[src/assert_macros.svh]
// ----------------------------------------------------------------------------
// assert_macros.svh
// Assertion helpers shared by the record sorter. Each helper expects clk and
// rst_n to be visible in the scope where it is used.
// ----------------------------------------------------------------------------
`ifndef ASSERT_MACROS_SVH
`define ASSERT_MACROS_SVH

`ifndef SYNTHESIS

// Same-cycle implication, checked on every rising clock edge out of reset.
`define RSKS_ASSERT_IMP(label, ante, cons) \
    label: assert property (@(posedge clk) disable iff (!rst_n) (ante) |-> (cons)) \
        else $error("%m: check failed");

// Next-cycle implication, checked on every rising clock edge out of reset.
`define RSKS_ASSERT_NXT(label, ante, cons) \
    label: assert property (@(posedge clk) disable iff (!rst_n) (ante) |=> (cons)) \
        else $error("%m: check failed");

`else

`define RSKS_ASSERT_IMP(label, ante, cons)
`define RSKS_ASSERT_NXT(label, ante, cons)

`endif

`endif

[src/rsks_pkg.sv]
// ----------------------------------------------------------------------------
// rsks_pkg
// Types and constants shared by the record sorter and its sorting cells.
// ----------------------------------------------------------------------------
package rsks_pkg;

    localparam int IN_NAME_W = 64;
    localparam int ID_W      = 32;
    localparam int YEAR_W    = 12;
    localparam int KEY_W     = 2;
    localparam int CFG_W     = 2;

    // Configuration register indexes.
    localparam logic REG_SORT_KEY   = 1'b0;
    localparam logic REG_DESCENDING = 1'b1;

    // Sort key selector codes.
    localparam logic [KEY_W-1:0] KEY_NAME = 2'd0;
    localparam logic [KEY_W-1:0] KEY_ID   = 2'd1;
    localparam logic [KEY_W-1:0] KEY_YEAR = 2'd2;

    // Control broadcast from the sequencer to every cell in the chain.
    typedef struct packed {
        logic             load;
        logic             sort;
        logic             shift;
        logic             phase;
        logic [KEY_W-1:0] key;
        logic             desc;
    } ctrl_t;

endpackage

[src/rsks_cell.sv]
// ----------------------------------------------------------------------------
// rsks_cell
// One slot of the sorting chain. Holds a record with its load position,
// compare-exchanges with its upper neighbor and shifts down on emission.
// ----------------------------------------------------------------------------
module rsks_cell
    import rsks_pkg::*;
#(
    parameter int POS    = 0,
    parameter int NAME_W = 128,
    parameter int IDX_W  = 6,
    parameter int CNT_W  = 7
)
(
    input  logic              clk,
    input  logic              rst_n,
    input  ctrl_t             ctrl,
    input  logic [CNT_W-1:0]  count,
    input  logic [NAME_W-1:0] in_name,
    input  logic [ID_W-1:0]   in_id,
    input  logic [YEAR_W-1:0] in_year,
    input  logic              up_valid,
    input  logic [NAME_W-1:0] up_name,
    input  logic [ID_W-1:0]   up_id,
    input  logic [YEAR_W-1:0] up_year,
    input  logic [IDX_W-1:0]  up_idx,
    input  logic [NAME_W-1:0] dn_name,
    input  logic [ID_W-1:0]   dn_id,
    input  logic [YEAR_W-1:0] dn_year,
    input  logic [IDX_W-1:0]  dn_idx,
    input  logic              dn_swap,
    output logic              valid,
    output logic [NAME_W-1:0] name,
    output logic [ID_W-1:0]   id,
    output logic [YEAR_W-1:0] year,
    output logic [IDX_W-1:0]  idx,
    output logic              swap
);

    localparam logic POS_ODD = ((POS % 2) == 1);

    logic              valid_reg, valid_next;
    logic [NAME_W-1:0] name_reg, name_next;
    logic [ID_W-1:0]   id_reg, id_next;
    logic [YEAR_W-1:0] year_reg, year_next;
    logic [IDX_W-1:0]  idx_reg, idx_next;

    logic lower;
    logic key_gt;
    logic key_eq;
    logic want;

    // This cell is the lower member of a compare pair in the matching phase.
    assign lower = (ctrl.phase == POS_ODD);

    always_comb
    begin
        case (ctrl.key)
            KEY_NAME:
            begin
                key_gt = name_reg > up_name;
                key_eq = name_reg == up_name;
            end
            KEY_ID:
            begin
                key_gt = id_reg > up_id;
                key_eq = id_reg == up_id;
            end
            KEY_YEAR:
            begin
                key_gt = year_reg > up_year;
                key_eq = year_reg == up_year;
            end
            default:
            begin
                key_gt = 1'b0;
                key_eq = 1'b1;
            end
        endcase
    end

    // Ties are broken on load position, which keeps the sort stable and makes
    // the descending order the exact reverse of the ascending one.
    always_comb
    begin
        if (ctrl.desc)
            want = (!key_gt && !key_eq) || (key_eq && (idx_reg < up_idx));
        else
            want = key_gt || (key_eq && (idx_reg > up_idx));
    end

    assign swap = ctrl.sort && lower && valid_reg && up_valid && want;

    always_comb
    begin
        valid_next = valid_reg;
        name_next  = name_reg;
        id_next    = id_reg;
        year_next  = year_reg;
        idx_next   = idx_reg;
        if (ctrl.load && (count == CNT_W'(POS)))
        begin
            valid_next = 1'b1;
            name_next  = in_name;
            id_next    = in_id;
            year_next  = in_year;
            idx_next   = IDX_W'(POS);
        end
        else if (swap || ctrl.shift)
        begin
            valid_next = up_valid;
            name_next  = up_name;
            id_next    = up_id;
            year_next  = up_year;
            idx_next   = up_idx;
        end
        else if (ctrl.sort && !lower && dn_swap)
        begin
            name_next  = dn_name;
            id_next    = dn_id;
            year_next  = dn_year;
            idx_next   = dn_idx;
        end
    end

    always_ff @(posedge clk or negedge rst_n)
    begin
        if (!rst_n)
            valid_reg <= 1'b0;
        else
            valid_reg <= valid_next;
    end

    always_ff @(posedge clk)
    begin
        name_reg <= name_next;
        id_reg   <= id_next;
        year_reg <= year_next;
        idx_reg  <= idx_next;
    end

    assign valid = valid_reg;
    assign name  = name_reg;
    assign id    = id_reg;
    assign year  = year_reg;
    assign idx   = idx_reg;

endmodule

[config.mk]
export PLATFORM = sky130hd
export DESIGN_NAME = rsks_cell
export DESIGN_NICKNAME = d
export VERILOG_FILES = /design/src/assert_macros.svh /design/src/rsks_pkg.sv /design/src/rsks_cell.sv
export SDC_FILE = /design/constraint.sdc
export NUM_CORES = 1
export LEC_CHECK = 0
export BUFFER_PORTS_ARGS = -buffer_cell sky130_fd_sc_hd__buf_2
export CAP_MARGIN = 10
export CORE_AREA = 2 2 282 284
export CTS_BUF_LIST = sky130_fd_sc_hd__clkbuf_4
export CTS_CLUSTER_SIZE = 40
export DETAILED_ROUTE_END_ITERATION = 10
export DIE_AREA = 0 0 284 286
export PLACE_DENSITY_LB_ADDON = 0.08
export REMOVE_ABC_BUFFERS = 1
export SLEW_MARGIN = 0
export SYNTH_ARGS = -nofsm -noshare
export SYNTH_HDL_FRONTEND = slang
export SYNTH_SLANG_ARGS = --single-unit
[constraint.sdc]
create_clock -name clk -period 7.9 [get_ports clk]
set_input_delay 1.185 -clock clk [delete_from_list [all_inputs] [get_ports clk]]
set_output_delay 1.185 -clock clk [all_outputs]
set_load 0.05 [all_outputs]
==> load_flow_metrics.sql <==
INSERT INTO impl_metrics (metric_group, metric, value, unit) VALUES
('synthesis', 'synth.ff_latch_count', '179', ''),
('clocking', 'clk_path_buf_depth', '2', ''),
('layout', 'number_of_flip_flops_in_the_largest_register', '128', ''),
('detailed_routing', 'number_of_design_rule_violations_left_by_the_first_detailed_router_iteration', '1144', ''),
('detailed_routing', 'via_count_of_the_routed_design', '18400', ''),
('layout', 'final_core_util', '28.5', '%'),
('floorplan', 'design.die.area', '0.0812', 'mm2'),
('sta', 'grt_setup_unrepaired', 'false', ''),
('clocking', 'insertion_delay', '0.77', 'ns'),
('run', 'number_of_max_cap_violations', '0', ''),
('clocking', 'postCtsSetupRepairBufs', '0', ''),
('synthesis', 'instance_count_of_the_mapped_netlist', '1911', ''),
('layout', 'fillerInstances', '8619', ''),
('sta', 'timing.final.crit_period', '5.96', 'ns'),
('sta', 'timing.fmax', '0.168', 'GHz'),
('placed_design', 'place.port_buffers', '725', ''),
('synthesis', 'asyncSetResetFlopFracSynth', '0.559', '%'),
('sta', 'timing_worst_slew_pin_value', '1.43', 'ns'),
('critical_path', 'cpLargestDelayFamily', 'simple AND/OR/NAND/NOR gates', ''),
('synthesis', 'synth-edff-count', '172', ''),
('floorplan', 'die_height', '286', 'um'),
('layout', 'final_net_count', '3213', ''),
('synthesis', 'yosys_warns', '0', ''),
('global_route', 'initial_antenna_violation_count', '37', ''),
('clocking', 'tritoncts', 'built', ''),
('power_and_ir_drop', 'power.switching', '1.39', 'mW'),
('worst_hold_path', 'hold_path.class', 'primary input to asynchronous set/reset pin', ''),
('layout', 'most-common-layout-cells', 'sky130_fd_sc_hd__buf_2, sky130_fd_sc_hd__a21oi_1, sky130_fd_sc_hd__inv_1', ''),
('global_route', 'global_route_wire_length_before_repair', '124', 'mm'),
('clocking', 'clkSlewWorstSetupHoldPaths', '0.16', 'ns'),
('placed_design', 'detailed_place_hpwl', '62.4', 'mm'),
('clocking', 'clock_tree.htree_level_count', '4', ''),
('clocking', 'inserted_clock_buffers', '17', ''),
('synthesis', 'synth.yosys.seq_area_share', '30.2', '%'),
('synthesis', 'syn_avg_cell_area', '9.21', 'um2'),
('sta', 'timing.final.max_slew_violations', '0', ''),
('floorplan', 'initial_utilization', '22.5', '%'),
('power_and_ir_drop', 'swShare', '43.4', '%'),
('floorplan', 'placementRows', '103', ''),
('power_and_ir_drop', 'cellInternalPower', '1.82', 'mW'),
('placed_design', 'placed_cells', '3520', ''),
('global_route', 'number_of_global_route_vias_before_repair', '18500', ''),
('sta', 'fin_crit_sh', '75.5', '%'),
('sta', 'max_slew_margin', '4.72', '%'),
('critical_path', 'crit_path_cells', 'buf_2, inv_1, ha_1, nand4_1, nor4_1, nand4b_4, or3_1, o32a_1, o211a_1, nand4_1, nand3_4, inv_1, buf_2', ''),
('critical_path', 'arrival', '4.78', 'ns'),
('synthesis', 'synthDistinctLibCells', '63', ''),
('detailed_routing', 'drt_wl_total', '86.1', 'mm'),
('sta', 'fin_worst_skew', '0.0405', 'ns'),
('critical_path', 'timing.critical_path.to_type', 'output port', ''),
('global_route', 'grt_util_all_layers', '20.2', '%'),
('critical_path', 'cp-start-kind', 'primary input', ''),
('power_and_ir_drop', 'irDropWorstVdd', '88.5', 'uV'),
('floorplan', 'die_width', '284', 'um'),
('clocking', 'postCtsHoldBufs', '0', ''),
('power_and_ir_drop', 'power.leakage', '10.1', 'nW'),
('detailed_routing', 'route.antenna.remaining_nets', '0', ''),
('detailed_routing', 'detail_route.drc_violations', '0', ''),
('critical_path', 'worst_ep_required_time', '6.71', 'ns'),
('detailed_routing', 'post_drt_via_cell_ratio', '5.13', ''),
('critical_path', 'highest_fanout_seen_on_the_critical_path', '7', ''),
('status', 'outcome', 'finished clean', ''),
('layout', 'final-instance-count-excl-fill', '3578', ''),
('critical_path', 'largest_stage_delay_on_the_critical_path', '0.80', 'ns'),
('global_route', 'globalRouteOverflowTotal', '0', ''),
('floorplan', 'top_level_ports', '726', ''),
('sta', 'timing.final.hold_violations', '0', ''),
('synthesis', 'synth_flop_type', 'sky130_fd_sc_hd__edfxtp_1', ''),
('critical_path', 'crit_type', 'primary input to output port', ''),
('placed_design', 'gpl.final_weighted_congestion', '0.829', ''),
('global_route', 'largest_net_degree_at_the_start_of_global_routing', '180', '');
==> per-stage QoR <==
stage               setup slack (ns)  power, mW  hold WS [ns]  instance area [um2]
floorplan                      -3.43       2.06         0.841                16600
global placement                1.90       2.57         0.518                22000
detailed placement              1.84       2.57         0.528                22000
CTS                             1.76       3.27        0.0220                22300
global route                    1.66       3.39        0.0828                22300
finish                          1.94       3.22         0.175                22300
==> power groups by stage <==
stage               Combinational [mW]  Clock [mW]  Sequential (mW)
finish                            1.32       0.676             1.22
floorplan                        0.508           0             1.55
detailed placement                1.33           0             1.24
global placement                  1.33           0             1.24
CTS                               1.34       0.714             1.22
global route                      1.43       0.731             1.23
==> layer usage <==
| metal | global-route usage (%) | part of all wire, % |
|---|---|---|
| met5 | 0 | 0.14 |
| met4 | 8.08 | 2.8 |
| met3 | 4.60 | 5.9 |
| met2 | 34.5 | 49 |
| met1 | 24.7 | 42 |
==> Yosys cell counts (all sizes together) (3+ instances only) <==
| cell | n | share of area [%] |
|---|---|---|
| a21oi | 234 | 6.7 |
| inv | 186 | 4.0 |
| ha | 178 | 13 |
| o31ai | 176 | 9.7 |
| and3 | 174 | 6.2 |
| edfxtp | 172 | 29 |
| nor3b | 172 | 7.3 |
| o311ai | 171 | 8.5 |
| clkbuf | 141 | 3.0 |
| buf | 52 | 2.4 |
| nand4 | 38 | 1.4 |
| nand2 | 31 | 0.66 |
| a21o | 26 | 1.1 |
| nand3 | 22 | 0.65 |
| o21ai | 19 | 0.54 |
| nor2 | 11 | 0.23 |
| a211oi | 9 | 0.38 |
| and4 | 8 | 0.41 |
| dfxtp | 6 | 0.68 |
| mux2 | 6 | 0.38 |
| nor2b | 6 | 0.21 |
| nor4 | 6 | 0.21 |
| o21a | 6 | 0.26 |
| a311oi | 5 | 0.25 |
| o211ai | 5 | 0.21 |
| a221o | 4 | 0.23 |
| a221oi | 4 | 0.20 |
| nor3 | 4 | 0.11 |
| or3 | 3 | 0.11 |
==> final cells by class <==
cell class              count  area, um2  share of cell area [%]
well taps                1050       1310                    5.88
clock buffers              19        143                   0.638
clock inverters            13        173                   0.773
multi-input cells        1353      10700                    47.7
diodes                     26       65.1                   0.291
flip-flops and latches    179       5310                    23.8
repair buffers            752       3980                    17.8
inverters                 186        698                    3.13
==> logic make-up after synthesis <==
group / Yosys count / synth area share, %
AOI/OAI and AO/OA: 680 / 29.1
and+or+nand+nor: 487 / 18.1
buffers and inverters: 379 / 9.39
DFF: 179 / 30.2
adders and majority gates: 178 / 12.7
muxes: 8 / 0.498
==> final timing paths <==
path | startpoint | end | slack [ns] | cells after the start
max | up_name[111] | swap | 1.94 | 13
min | rst_n | valid | 0.18 | 1
max reg2reg | name[110] | name[29] | 2.83 | 11
min reg2reg | valid | valid | 0.56 | 2
max in group asynchronous | rst_n | valid | 7.65 | 1
min in group clk | valid | valid | 0.56 | 2
==> worst register-to-register path: cells and delay by family (launching register included) <==
kind | cells | cell delay (ns)
AOI/OAI and AO/OA | 3 | 1.00
adders and majority gates | 1 | 0.34
buffers and inverters | 1 | 0.40
DFF | 1 | 0.47
and+or+nand+nor | 6 | 2.37
No activity file was read; power rests on OpenSTA's default activity.
